$ cat config.mk
export PLATFORM = sky130hd
export DESIGN_NAME = spda_mul
export DESIGN_NICKNAME = d
export VERILOG_FILES = /design/src/design/spda_pkg.sv /design/src/design/spda_mul.sv
export SDC_FILE = /design/constraint.sdc
export NUM_CORES = 2
export LEC_CHECK = 0
export BUFFER_PORTS_ARGS = -buffer_cell sky130_fd_sc_hd__buf_2
export CAP_MARGIN = 20
export CORE_ASPECT_RATIO = 0.8
export CORE_MARGIN = 8
export CORE_UTILIZATION = 60
export DETAILED_ROUTE_END_ITERATION = 7
export GPL_TIMING_DRIVEN = 0
export PLACE_DENSITY = 0.83
export SETUP_SLACK_MARGIN = 0.1
export SLEW_MARGIN = 30
export SYNTH_ARGS = -nofsm -noshare
export SYNTH_HDL_FRONTEND = slang
export SYNTH_SLANG_ARGS = --single-unit
$ cat constraint.sdc
create_clock -name clk_i -period 1.01 [get_ports clk_i]
set_clock_uncertainty 0.2 [all_clocks]
set_input_delay 0 -clock clk_i [delete_from_list [all_inputs] [get_ports clk_i]]
set_output_delay 0 -clock clk_i [all_outputs]
set_load 0.01 [all_outputs]
$ cat src/design/spda_pkg.sv
// ----------------------------------------------------------------------------
// spda_pkg
// Shared constants for the predicted-density accumulator.
// ----------------------------------------------------------------------------
`default_nettype none

package spda_pkg;

  localparam int unsigned FRAC_BITS = 16;
  localparam int unsigned VAL_W     = 32;

  localparam logic [16:0] ONE_FX  = 17'(1 << FRAC_BITS);
  localparam logic [16:0] HALF_FX = 17'(1 << (FRAC_BITS - 1));

  localparam logic [31:0] ERR_THRESHOLD = 32'((64'd1 << FRAC_BITS) / 64'd1000000);

  localparam logic [47:0] RATE_POS_MAX = {1'b0, {47{1'b1}}};
  localparam logic [47:0] RATE_NEG_MAG = {1'b1, {47{1'b0}}};

  localparam logic [7:0] CFG_INV_H     = 8'd0;
  localparam logic [7:0] CFG_GRAD_COEF = 8'd1;
  localparam logic [7:0] CFG_TIME_STEP = 8'd2;
  localparam logic [7:0] CFG_REST_DENS = 8'd3;

endpackage

`default_nettype wire

$ cat src/design/spda_mul.sv
// ----------------------------------------------------------------------------
// spda_mul
// Shared 32x32 unsigned multiplier with a registered product.
// ----------------------------------------------------------------------------
`default_nettype none

module spda_mul import spda_pkg::*; (
  input  wire logic              clk_i,
  input  wire logic              rst_ni,
  input  wire logic              en_i,
  input  wire logic [VAL_W-1:0]  a_i,
  input  wire logic [VAL_W-1:0]  b_i,
  output logic [2*VAL_W-1:0]     prod_o
);

  logic [2*VAL_W-1:0] prod_q;

  // hold the product until the next issue
  always_ff @(posedge clk_i or negedge rst_ni) begin
    if (!rst_ni) begin
      prod_q <= '0;
    end else if (en_i) begin
      prod_q <= {{VAL_W{1'b0}}, a_i} * {{VAL_W{1'b0}}, b_i};
    end
  end

  assign prod_o = prod_q;

endmodule

`default_nettype wire

==> impl_metrics.ini <==
[floorplan]
rows = 80
die_y_um = 234
dieWidth_um = 289
start_util_pct = 60.4
core_area_sq_um = 59300
dieArea_sq_um = 67700
io_pins = 131

[timing]
setup_viol_count_final = 126
drv_slew = 0
fin_crit_sh_pct = 733
final.min_clock_period_ps = 7410
max_slew.worst_pin.slew_ps = 828
hold_slack_ps = -477
fmax_mhz = 135
hold_viol = 67
rsz0062_at_grt = true
relSlewSlack_pct = 44.7
setup_slack_ps = -6400

[clock_tree]
cts_tree = built
cts_sinks = 64
clock_path_buffers = 2
clock_latency_ps = 350
cts_buffers = 9
h-tree-depth = 3
clk_pin_slew_ps = 60
ctsRootBufferMaster = clkbuf_16

[setup_path]
start_kind = input pin
worst_path_max_delay_cell = fa_2
r2r_cells = 2
path_buf_inv = 5
critPathMaxFanout = 6
critPathKind = in2reg
max_stage_delay_ps = 710
critPathArrivalTime_ps = 7440
cp.depth = 25
crit_top_cell = fa_1
worst_ep_required_time_ps = 1040
cp-end-kind = register
cp_top_family = adder cells

[cells_and_area]
mostFrequentLayoutCells = inv_1 (839), fa_1 (803), and2_1 (533)
utilization_pct = 75.5
syn2layout_area_growth_pct = 25.1
drive_gt1_share_pct = 24.1
finalNetCount = 5395
final_cells = 4963
largest_register_ffs = 64
mostFrequentLayoutCell = inv_1

[placed_design]
io_buffers = 130
gp_congestion = 1.07
dp.cells = 4736
dp_worst_setup_slack_ps = -7370
hpwl_mm = 109

[drt]
via_per_inst = 6.15
antenna_left = 0
post_drt_wl_per_cell_um = 29.0
dr.max_layer_used = met5
first_pass_iters = 8
wl_met1_mm = 49.7
drtIter0Drc = 3644
totalWireLength_mm = 144
via_count = 30500
drc_errors = 23
dr_wl_met2_mm = 56.8
dr_wl_met3_mm = 27.5

[global_routing]
antenna_found_initial = 13
grt_pass1_vias = 32600
grt_pass1_wl_mm = 208
grtUsageTotal_pct = 42.5
grt_start_max_net_pins = 65
grt_overflow = 0

[synthesis]
ys_warn_count = 0
synth-edff-count = 0
synth_nets = 5053
ys_types = 73
synth_seq_area_share_pct = 4.48
synth_top_cell_area_share_pct = 50.1
post_synth.cell_area_avg_sq_um = 9.35
synth_seq_cells = 64
syn_inst = 3827
synthesis.area_sq_um = 35800
synthTopCellsByArea = fa_1 (50%), and2_1 (10%), ha_1 (9.2%)
yosysTopAreaCell = fa_1
ys.flop_type = dfrtp_1
ys_async_sr_fraction_pct = 100

[outcome]
violations = design-rule violations, negative hold slack, negative setup slack
status = complete, but fails checks

[flow_run]
max_cap_violations = 0

[hold_path]
worstHoldPathType = in2async
Yosys cell counts, drive strengths merged (3+ instances only):
cell and count:
a211oi 4, a21o 37, a21oi 74, a221oi 5, a31o 5, a31oi 9
a41oi 3, and2 599, and3 10, buf 14, clkbuf 211, dfrtp 64
fa 896, ha 263, inv 865, mux2 56, nand2 479, nand2b 4
nand3 19, nand4 18, nor2 31, nor2b 7, nor3 9, nor4 5
o211ai 5, o21ai 36, o21bai 9, o31ai 4, xnor2 43, xor2 16
through the flow:
step	instance area (sq um)	TNS, ps
2_1_floorplan	36900	-301100
3_3_place_gp	38500	-405760
3_5_place_dp	38600	-377850
4_1_cts	43800	-324180
5_1_grt	44700	-346220
6_report	44800	-340620
final timing paths:
kind                                         from                     end  slack (ps)
min in group clk_i                           en_i  prod_o[63]$_DFFE_PN0P_         -60
max in group asynchronous                  rst_ni  prod_o[56]$_DFFE_PN0P_         510
max                                        b_i[4]  prod_o[55]$_DFFE_PN0P_       -6400
min reg2reg                prod_o[32]$_DFFE_PN0P_  prod_o[32]$_DFFE_PN0P_         310
min                                        rst_ni   prod_o[3]$_DFFE_PN0P_        -480
max reg2reg                prod_o[62]$_DFFE_PN0P_  prod_o[62]$_DFFE_PN0P_        -150
routing by layer:
metal  vias to the layer above  GRT usage, %
met5                         -         0.808
met4                         8          19.3
met3                       755          25.4
met2                      2752          58.6
met1                     15200          52.8
li1                      11900             -
layout make-up:
class                      instances  area, sq um
fill                            3813        14500
antenna                           11         27.5
clock inverter                     5         57.6
buffer                           222         3480
timing repair buffer             334         3000
multi-input combinational       2673        32100
clock buffer                      10          239
inverter                         865         3250
tap                              779          975
sequential                        64         1600
what timing repair did:
action                                  4_1_cts  5_1_grt
setup buffers                               170       29
endpoints found under the setup margin      128      128
gates cloned                                  8        0
resized for setup                           781      177
pin swaps                                   195       91
endpoints found under the hold margin        66       66
cell families after synthesis:
logic type	count (synthesis)	synth area share, %
buf+inv	1090	11.6
simple gates	1187	17.3
fa+ha+maj	1159	59.3
mux	56	1.76
flops	64	4.48
compound gates	212	4.05
xor+xnor	59	1.44
Power is left out: the tool's default activity adds up to more than one toggle a clock period on the data nets, which glitch-free logic cannot reach.
