### config.mk
export PLATFORM = sky130hd
export DESIGN_NAME = spda_sqrt
export DESIGN_NICKNAME = d
export VERILOG_FILES = /design/src/design/spda_pkg.sv /design/src/design/spda_sqrt.sv
export SDC_FILE = /design/constraint.sdc
export NUM_CORES = 1
export LEC_CHECK = 0
export BUFFER_PORTS_ARGS = -buffer_cell sky130_fd_sc_hd__buf_2
export CAP_MARGIN = 20
export CELL_PAD_IN_SITES_DETAIL_PLACEMENT = 0
export CELL_PAD_IN_SITES_GLOBAL_PLACEMENT = 1
export CORE_UTILIZATION = 47
export CTS_BUF_LIST = sky130_fd_sc_hd__clkbuf_8
export CTS_CLUSTER_DIAMETER = 60
export DETAILED_ROUTE_END_ITERATION = 10
export PLACE_DENSITY_LB_ADDON = 0.1
export SLEW_MARGIN = 20
export SYNTH_ARGS = -nofsm -noshare
export SYNTH_HDL_FRONTEND = slang
export SYNTH_SLANG_ARGS = --single-unit
### constraint.sdc
create_clock -name clk_i -period 3.6 [get_ports clk_i]
set_clock_uncertainty 0.2 [all_clocks]
set_input_delay 0.36 -clock clk_i [delete_from_list [all_inputs] [get_ports clk_i]]
set_output_delay 0.36 -clock clk_i [all_outputs]
set_load 0.02 [all_outputs]
### src/design/spda_pkg.sv
// ----------------------------------------------------------------------------
// spda_pkg
// Shared constants for the predicted-density accumulator.
// ----------------------------------------------------------------------------
`default_nettype none

package spda_pkg;

  localparam int unsigned FRAC_BITS = 16;
  localparam int unsigned VAL_W     = 32;

  localparam logic [16:0] ONE_FX  = 17'(1 << FRAC_BITS);
  localparam logic [16:0] HALF_FX = 17'(1 << (FRAC_BITS - 1));

  localparam logic [31:0] ERR_THRESHOLD = 32'((64'd1 << FRAC_BITS) / 64'd1000000);

  localparam logic [47:0] RATE_POS_MAX = {1'b0, {47{1'b1}}};
  localparam logic [47:0] RATE_NEG_MAG = {1'b1, {47{1'b0}}};

  localparam logic [7:0] CFG_INV_H     = 8'd0;
  localparam logic [7:0] CFG_GRAD_COEF = 8'd1;
  localparam logic [7:0] CFG_TIME_STEP = 8'd2;
  localparam logic [7:0] CFG_REST_DENS = 8'd3;

endpackage

`default_nettype wire

### src/design/spda_sqrt.sv
// ----------------------------------------------------------------------------
// spda_sqrt
// Digit-by-digit integer square root, one result bit per cycle.
// ----------------------------------------------------------------------------
`default_nettype none

module spda_sqrt import spda_pkg::*; (
  input  wire logic        clk_i,
  input  wire logic        rst_ni,
  input  wire logic        start_i,
  input  wire logic [63:0] radicand_i,
  output logic             done_o,
  output logic [31:0]      root_o
);

  logic [63:0] rad_q;
  logic [33:0] rem_q;
  logic [31:0] root_q;
  logic [4:0]  cnt_q;
  logic        busy_q;
  logic        done_q;

  logic [35:0] rem_sh;
  logic [35:0] trial;
  logic        ge;
  logic [35:0] rem_sub;

  assign rem_sh  = {rem_q, rad_q[63:62]};
  assign trial   = {2'b00, root_q, 2'b01};
  assign ge      = rem_sh >= trial;
  assign rem_sub = rem_sh - trial;

  always_ff @(posedge clk_i or negedge rst_ni) begin
    if (!rst_ni) begin
      busy_q <= 1'b0;
      done_q <= 1'b0;
      cnt_q  <= '0;
      rad_q  <= '0;
      rem_q  <= '0;
      root_q <= '0;
    end else begin
      done_q <= 1'b0;
      if (start_i) begin
        busy_q <= 1'b1;
        cnt_q  <= '0;
        rad_q  <= radicand_i;
        rem_q  <= '0;
        root_q <= '0;
      end else if (busy_q) begin
        rad_q  <= {rad_q[61:0], 2'b00};
        rem_q  <= ge ? rem_sub[33:0] : rem_sh[33:0];
        root_q <= {root_q[30:0], ge};
        cnt_q  <= cnt_q + 5'd1;
        if (cnt_q == 5'd31) begin
          busy_q <= 1'b0;
          done_q <= 1'b1;
        end
      end
    end
  end

  assign done_o = done_q;
  assign root_o = root_q;

endmodule

`default_nettype wire

==> results.cfg <==
[critical_path]
worstSetupPathType = reg -> reg
reg2reg_slack_ns = 0.38
r2r_cells = 11
critPathBufInv = 2
setup.worst_path.start_class = flop
cp.required_ns = 3.73
path_cells = inv_1 -> ha_1 -> a211oi_2 -> nor2_1 -> o31ai_1 -> a21oi_2 -> o31ai_2 -> and3b_1 -> buf_4 -> nand2_1 -> a311oi_1
r2r-start = root_o[3]
crit_path_max_incr_delay_ns = 0.42
end_kind = flop
r2r_end = rem_q[10]
cp_slowest_cell = dfrtp_1
worstPathMaxFanout = 13
crit_arrival_ns = 3.35
critPathTopFamily = compound AO/OA/AOI/OAI gates

[floorplanning]
die_w_um = 135
die_area_um2 = 18100
coreArea_um2 = 17200
die_h_um = 135
io_pins = 100
initial_core_util_pct = 47.9
rows = 48

[drt]
first_pass_iters = 4
route.detailed.drc = 0
antenna_left = 0
viasPerCell = 5.33
wl_per_cell_um = 15.0
vias = 6839
initialDrtViolationCount = 390
totalWireLength_um = 19300

[logic_synthesis]
yosysTopAreaCell = dfrtp_1
postSynthCellCount = 906
synth_area_leaders = dfrtp_1 41%, mux2i_1 12%, nand2_1 6.1%
ys_dominant_reg_cell = dfrtp_1
synth_cell_type_count = 56
avgSynthCellArea_um2 = 9.12
ys_seq_area_share_pct = 41.5
synth_area_um2 = 8260
synth_nets = 1009
yosys.area.top_type_share_pct = 41.5
synth_warnings = 0
synth_edf_count = 0
ys_ff_latch = 137
synthArstFlopShare_pct = 100

[timing]
clock.fmax_ghz = 0.310
fin_crit_sh_pct = 89.6
drv_slew = 0
worstMarginPinSlew_ns = 0.751
tns_ns = 0
slew-limit-headroom_pct = 49.9
layout_min_cycle_time_ns = 3.22
finalSetupViolCount = 0
hold_viol = 0
grt_setup_unrepaired = false

[cells_and_area]
final_nets = 1147
num_antenna_cells = 0
areaGrowthSynthToFinish_pct = 20.7
fin_util_pct = 57.9
final_common_cell = dfrtp_1
layout_common_cells = 136 x dfrtp_1, 134 x nand2_1, 97 x mux2i_1, 97 x buf_2, 86 x o21ai_0
finish.instance_area_um2 = 9980
drive_gt1_share_pct = 14.9

[min_path]
hold_start = start_i
hold_depth = 2
min_path_type = in -> reg
min_to = cnt_q[1]

[clock_network]
cts_sinks = 137
cts-htree-levels = 4
cts_tree = done
cts_resized = 0
root_buffer = clkbuf_8
postCtsSetupBuffers = 0
cts.clk_slew.worst_paths_ns = 0.08
worstSkewPairLatency_ns = 0.46
cts_buffers = 17
cts_buffer_depth = 2

[global_route]
grt-ovfl-total = 0
grt_use_total_pct = 22.4
antenna_found_initial = 0
grt_pass1_wl_um = 32700
grt_pass1_vias = 6795
grt_start_max_net_pins = 157

[run]
drv_cap = 0

[placement]
place.gp.congestion = 0.806
portBuffers = 99
dpl-instance-area_um2 = 8920
dpl.hpwl_um = 12700

[pwr]
p_leak_nw = 5.28
p_per_area_nw_per_um2 = 675
ir_drop_mv = 0.331

[run_status]
status = finished, final reports clean
sequential cells by signal, summed over array words and instances, names as in the netlist:
signal	count
busy_q	1
root_o	32
done_o	1
cnt_q	5
rad_q	64
rem_q	34
cell type report:
| cell class | instances | area (µm²) |
|---|---|---|
| Inverter | 41 | 154 |
| Sequential cell | 137 | 3430 |
| Multi-Input combinational cell | 672 | 4420 |
| Tap cell | 225 | 282 |
| Clock buffer | 18 | 248 |
| Clock inverter | 14 | 163 |
| Timing Repair Buffer | 175 | 1280 |
| Fill cell | 1540 | 7260 |
where the power goes:
part | total, mW | leakage (nW) | internal (mW) | switching [mW]
logic | 3.47 | 3.31 | 1.54 | 1.94
clock network | 1.33 | 0.212 | 0.655 | 0.678
registers | 1.92 | 1.76 | 1.76 | 0.162
cells in the mapped netlist, drive strengths merged, types with 20 or more instances:
master and n:
dfrtp 137, nand2 134, mux2i 97, o21ai 86, nor2 81, inv 41
ha 36, clkbuf 33, a21oi 26, a311oi 25, buf 23, xnor2 20
metal layers:
metal	part of all wire (%)	GRT usage, %	vias to the layer above
li1	-	-	3474
met1	47	28.9	3211
met2	48	37.9	126
met3	3.7	4.09	28
met4	1.5	7.43	0
met5	0	0	-
stage by stage:
stage	power [mW]	worst slack, ns	hold slack [ns]	cells
detailed placement	5.36	0.518	0.244	1185
global placement	5.36	0.579	0.242	1185
global route	7.28	0.212	0.0592	1282
finish	6.73	0.376	0.0633	1282
floorplan	4.63	0.678	-0.136	906
CTS	6.79	0.412	0.0431	1282
repair_timing:
item,in CTS,in global routing
endpoints found under the setup margin,0,0
hold buffers,65,0
endpoints found under the hold margin,140,0
kinds of logic (layout without fill, tap and decap cells):
group,count (synthesis),in the layout,synth area share (%)
multiplexers,97,97,11.8
buffers and inverters,97,248,5.01
adder cells (fa/ha/maj),36,36,5.45
AO/OA/AOI/OAI,212,212,17.1
XOR/XNOR,30,30,3.18
flip-flops,137,137,41.5
AND/OR/NAND/NOR,297,297,16.0
how the worst max path moves through the flow:
| stage | start | end | cells past startpoint |
|---|---|---|---|
| final | root_o[3] | rem_q[10] | 11 |
| after global routing | root_o[3] | rem_q[10] | 11 |
| after global placement | root_o[3] | rem_q[10] | 11 |
| after CTS | root_o[3] | rem_q[10] | 11 |
| after floorplan | root_o[18] | rem_q[5] | 12 |
| after detailed placement | root_o[3] | rem_q[13] | 11 |
(Power assumes the default switching activity.)
