`src/design/spda_pkg.sv`:
```
// ----------------------------------------------------------------------------
// spda_pkg
// Shared constants for the predicted-density accumulator.
// ----------------------------------------------------------------------------
`default_nettype none

package spda_pkg;

  localparam int unsigned FRAC_BITS = 16;
  localparam int unsigned VAL_W     = 32;

  localparam logic [16:0] ONE_FX  = 17'(1 << FRAC_BITS);
  localparam logic [16:0] HALF_FX = 17'(1 << (FRAC_BITS - 1));

  localparam logic [31:0] ERR_THRESHOLD = 32'((64'd1 << FRAC_BITS) / 64'd1000000);

  localparam logic [47:0] RATE_POS_MAX = {1'b0, {47{1'b1}}};
  localparam logic [47:0] RATE_NEG_MAG = {1'b1, {47{1'b0}}};

  localparam logic [7:0] CFG_INV_H     = 8'd0;
  localparam logic [7:0] CFG_GRAD_COEF = 8'd1;
  localparam logic [7:0] CFG_TIME_STEP = 8'd2;
  localparam logic [7:0] CFG_REST_DENS = 8'd3;

endpackage

`default_nettype wire

```
`src/design/spda_div.sv`:
```
// ----------------------------------------------------------------------------
// spda_div
// Restoring 64 by 32 bit unsigned divider, one quotient bit per cycle.
// ----------------------------------------------------------------------------
`default_nettype none

module spda_div import spda_pkg::*; (
  input  wire logic        clk_i,
  input  wire logic        rst_ni,
  input  wire logic        start_i,
  input  wire logic [63:0] dividend_i,
  input  wire logic [31:0] divisor_i,
  output logic             done_o,
  output logic [63:0]      quot_o
);

  logic [63:0] n_q;
  logic [31:0] d_q;
  logic [31:0] rem_q;
  logic [5:0]  cnt_q;
  logic        busy_q;
  logic        done_q;

  logic [32:0] r_sh;
  logic        ge;
  logic [32:0] r_sub;

  assign r_sh  = {rem_q, n_q[63]};
  assign ge    = r_sh >= {1'b0, d_q};
  assign r_sub = r_sh - {1'b0, d_q};

  always_ff @(posedge clk_i or negedge rst_ni) begin
    if (!rst_ni) begin
      busy_q <= 1'b0;
      done_q <= 1'b0;
      cnt_q  <= '0;
      n_q    <= '0;
      d_q    <= '0;
      rem_q  <= '0;
    end else begin
      done_q <= 1'b0;
      if (start_i) begin
        busy_q <= 1'b1;
        cnt_q  <= '0;
        n_q    <= dividend_i;
        d_q    <= divisor_i;
        rem_q  <= '0;
      end else if (busy_q) begin
        // shift the quotient bit in where the dividend bit left
        n_q   <= {n_q[62:0], ge};
        rem_q <= ge ? r_sub[31:0] : r_sh[31:0];
        cnt_q <= cnt_q + 6'd1;
        if (cnt_q == 6'd63) begin
          busy_q <= 1'b0;
          done_q <= 1'b1;
        end
      end
    end
  end

  assign done_o = done_q;
  assign quot_o = n_q;

endmodule

`default_nettype wire

```
`config.mk`:
```
export PLATFORM = sky130hd
export DESIGN_NAME = spda_div
export DESIGN_NICKNAME = d
export VERILOG_FILES = /design/src/design/spda_pkg.sv /design/src/design/spda_div.sv
export SDC_FILE = /design/constraint.sdc
export NUM_CORES = 1
export LEC_CHECK = 0
export BUFFER_PORTS_ARGS = -buffer_cell sky130_fd_sc_hd__buf_2
export CORE_UTILIZATION = 60
export DETAILED_ROUTE_END_ITERATION = 8
export HOLD_SLACK_MARGIN = 0.05
export PLACE_DENSITY = 0.86
export SLEW_MARGIN = 10
export SYNTH_ARGS = -nofsm -noshare
export SYNTH_HDL_FRONTEND = slang
export SYNTH_SLANG_ARGS = --single-unit
```
`constraint.sdc`:
```
create_clock -name clk_i -period 5.2 [get_ports clk_i]
set_clock_uncertainty 0.2 [all_clocks]
set_input_delay 0.52 -clock clk_i [delete_from_list [all_inputs] [get_ports clk_i]]
set_output_delay 0.52 -clock clk_i [all_outputs]
set_load 0.005 [all_outputs]
```
==> summary.md <==
| Metric | Value |
|---|---|
| Hold_ws | `0.0970 ns` |
| Gr ovfl total | `0` |
| Drt via density | `5.67` |
| Post-layout min period | `3.41 ns` |
| Switching part of the total | `38.9%` |
| Power share of the combinational group | `44.0%` |
| Non-Filler Instances | `1190` |
| Psw | `1.71 mW` |
| Clk root buf | `clkbuf_16` |
| Die footprint | `0.0136 mm^2` |
| CP startpoint kind | `flip-flop` |
| Setup TNS | `0 ns` |
| H-tree levels | `4` |
| WL per Instance | `15.2 um` |
| Antenna Nets Post-Route | `0` |
| Crit path from | `rem_q[21]` |
| Post-Syn Area per Cell | `9.05 um^2` |
| IO buf count | `163` |
| Reg2reg start | `rem_q[21]` |
| Global-route wire length before repair | `29600 um` |
| Xor/xnor cell area share of the yosys netlist | `3.55%` |
| Vias | `6748` |
| Peak Freq | `293 MHz` |
| Final worst setup slack | `1.79 ns` |
| Max Transition Viols Final | `0` |
| RSZ-0062 raised after global routing | `no` |
| # setup viols final | `0` |
| Final hold violation count | `0` |
| Post-synth top area cell | `dfrtp_1` |
| Most common cell after layout, fill and taps aside | `buf_2` |
| Postcts setup bufs | `0` |
| DR pass1 iterations | `6` |
| Total power | `4.40 mW` |
| Peak VDD IR | `0.257 mV` |
| Diodes inserted | `0` |
| Io pins | `164` |
| Internal power | `2.69 mW` |
| Post-synth cell types | `60` |
| Inst Count DP | `1158` |
| Clk network pwr share | `24.9%` |
| Critical path endpoint category | `flip-flop` |
| Rows | `41` |
| Worst skew pair latency | `0.43 ns` |
| Mapped Cells | `872` |
| Starting Density | `62.0%` |
| Die width | `117 um` |
| Seq pwr share | `31.1%` |
| Outcome | `finished clean` |
| Worst-path clk slew | `0.06 ns` |
| Syn_nets | `1005` |
| Leading cell types in the layout, fill and taps excluded | `buf_2, dfrtp_1, nand2_1, o21ai_0, mux2i_1` |
| Synth warn | `0` |
| GR Util All Layers | `27.9%` |
| Vias in the first global route | `6317` |
| Adder-cell area share of the yosys netlist | `5.49%` |
| Crit Path Class | `reg2reg` |
| Largest family of logic cells by synthesized area | `compound AO/OA/AOI/OAI gates` |
| Register Area | `0.00341 mm^2` |
| Dpl hpwl | `12500 um` |
| Max Cap Viol | `0` |
| Leakage | `4.94 nW` |
| Path type of the worst min-delay path | `in2reg` |
| Multiplexer area fraction after synthesis | `9.12%` |
| Synth Cell Area | `0.00789 mm^2` |
| Top post-synthesis cells by area | `dfrtp_1, mux2i_1, o21ai_0` |
| CTS tree | `yes` |
| Hold path start | `divisor_i[22]` |
| Period utilization | `65.6%` |
| Max FO, Critical Path | `11` |
| Count of state elements after synthesis | `136` |
| Fin nets | `1139` |
| CORE AREA | `0.0127 mm^2` |
| Post-synthesis compound-gate area fraction | `19.5%` |
| Drt drc | `0` |
| Worst EP required | `5.26 ns` |
| PwrDens | `474 mW/mm^2` |
| Iter 0 DRT Violations | `429` |
| Register area share after synthesis | `43.1%` |
| Max Buffers Root-to-Sink | `2` |
| EDFF count, synth | `0` |
| Gpl congestion | `0.956` |
| Actual slew at the worst max-slew pin | `1.14 ns` |
| Proportion of layout cells with a drive suffix above 1 | `21.8%` |
| Largest net degree at the start of global routing | `132` |
| Setup Slack @ Placement | `1.79 ns` |
| Share of the synthesized area in the top cell type | `43.1%` |
| Synth Flop Type | `dfrtp_1` |
| Initial antenna violation count | `0` |
| Post-Synth Simple-Gate Area | `13.8%` |
| Crit path DAT | `3.48 ns` |
| Total Wirelength | `18100 um` |
| Syn-to-layout area delta | `17.6%` |
| Fill count | `992` |
| Num CTS Buffers | `17` |
| Slew headroom | `24.2%` |
| Post-synth ARST share | `100%` |
| Die Y | `117 um` |
| Clk sinks | `136` |
| Multi-input logic area | `0.00406 mm^2` |
==> logic make-up after synthesis <==
family | Yosys count
XOR/XNOR | 32
flip-flops | 136
buffers and inverters | 100
multiplexers | 71
AND/OR/NAND/NOR | 251
AO/OA/AOI/OAI | 248
adder cells (fa/ha/maj) | 34
==> layout make-up <==
class,count,share of cell area [%]
inverters,46,1.86
clock buffers,22,5.11
multi-input cells,636,43.8
repair buffers,169,9.45
well taps,172,2.32
clock inverters,9,0.742
flip-flops and latches,136,36.7
==> routing by layer <==
layer	GRT usage (%)	part of all wire, %	routed length, um	vias to the layer above
met5	0	0	0	-
met4	12.2	2.6	469	0
met3	5.76	5.2	936	38
met2	44.7	47	8520	190
met1	36.8	45	8220	3205
li1	-	-	-	3315
==> critical path: stages, from the launching register on <==
cell and delay (ns):
dfrtp_1 0.39, ha_1 0.43, nand2_2 0.15, or4_1 0.50
or2_0 0.23, o21bai_1 0.73, mux2_2 0.41, mux2i_1 0.14
a211oi_1 0.07
==> what timing repair did <==
item                      CTS  global route
hold endpoints to repair   49             0
hold buffers                1             0
resized for setup           0             0
==> path summary, 6_finish.rpt <==
path	to	slack [ns]	cells after the start
setup / recovery	rem_q[30]	1.79	8
hold / removal	d_q[22]	0.1	3
setup reg to reg	rem_q[30]	1.79	8
hold reg to reg	d_q[0]	0.32	1
max in group asynchronous	d_q[9]	3.21	3
min in group asynchronous	quot_o[16]	0.56	2
==> power by group through the flow <==
stage	sequential, mW	clock (mW)	combinational (mW)
final	1.37	1.10	1.94
after global routing	1.39	1.16	2.13
after CTS	1.36	1.11	1.91
after detailed placement	1.38	0	1.88
after global placement	1.37	0	1.85
after floorplan	1.35	0	1.51
==> metrics by stage <==
step	cell area (um^2)	util, %
2_1_floorplan	7890	-
6_report	9270	72.9
5_1_grt	9270	72.9
3_3_place_gp	8720	68.5
3_5_place_dp	8720	68.5
4_1_cts	9270	72.9
==> cell usage after synthesis, drive strengths merged, types with 3 or more instances <==
cell / n
a211oi: 27
a21o: 9
a21oi: 52
a31oi: 9
and3: 5
buf: 30
clkbuf: 24
dfrtp: 136
ha: 33
inv: 46
mux2: 4
mux2i: 67
nand2: 131
nand2b: 7
nand3: 8
nand4: 12
nor2: 60
nor3: 9
o211ai: 5
o21a: 3
o21ai: 115
o21bai: 6
o221ai: 4
o31ai: 3
or3: 6
xnor2: 17
xor2: 15
==> registers in the layout, summed over array words and instances, names as in the netlist <==
signal,flops
busy_q,1
done_o,1
cnt_q,6
quot_o,64
rem_q,32
d_q,32
(Power assumes the default switching activity.)
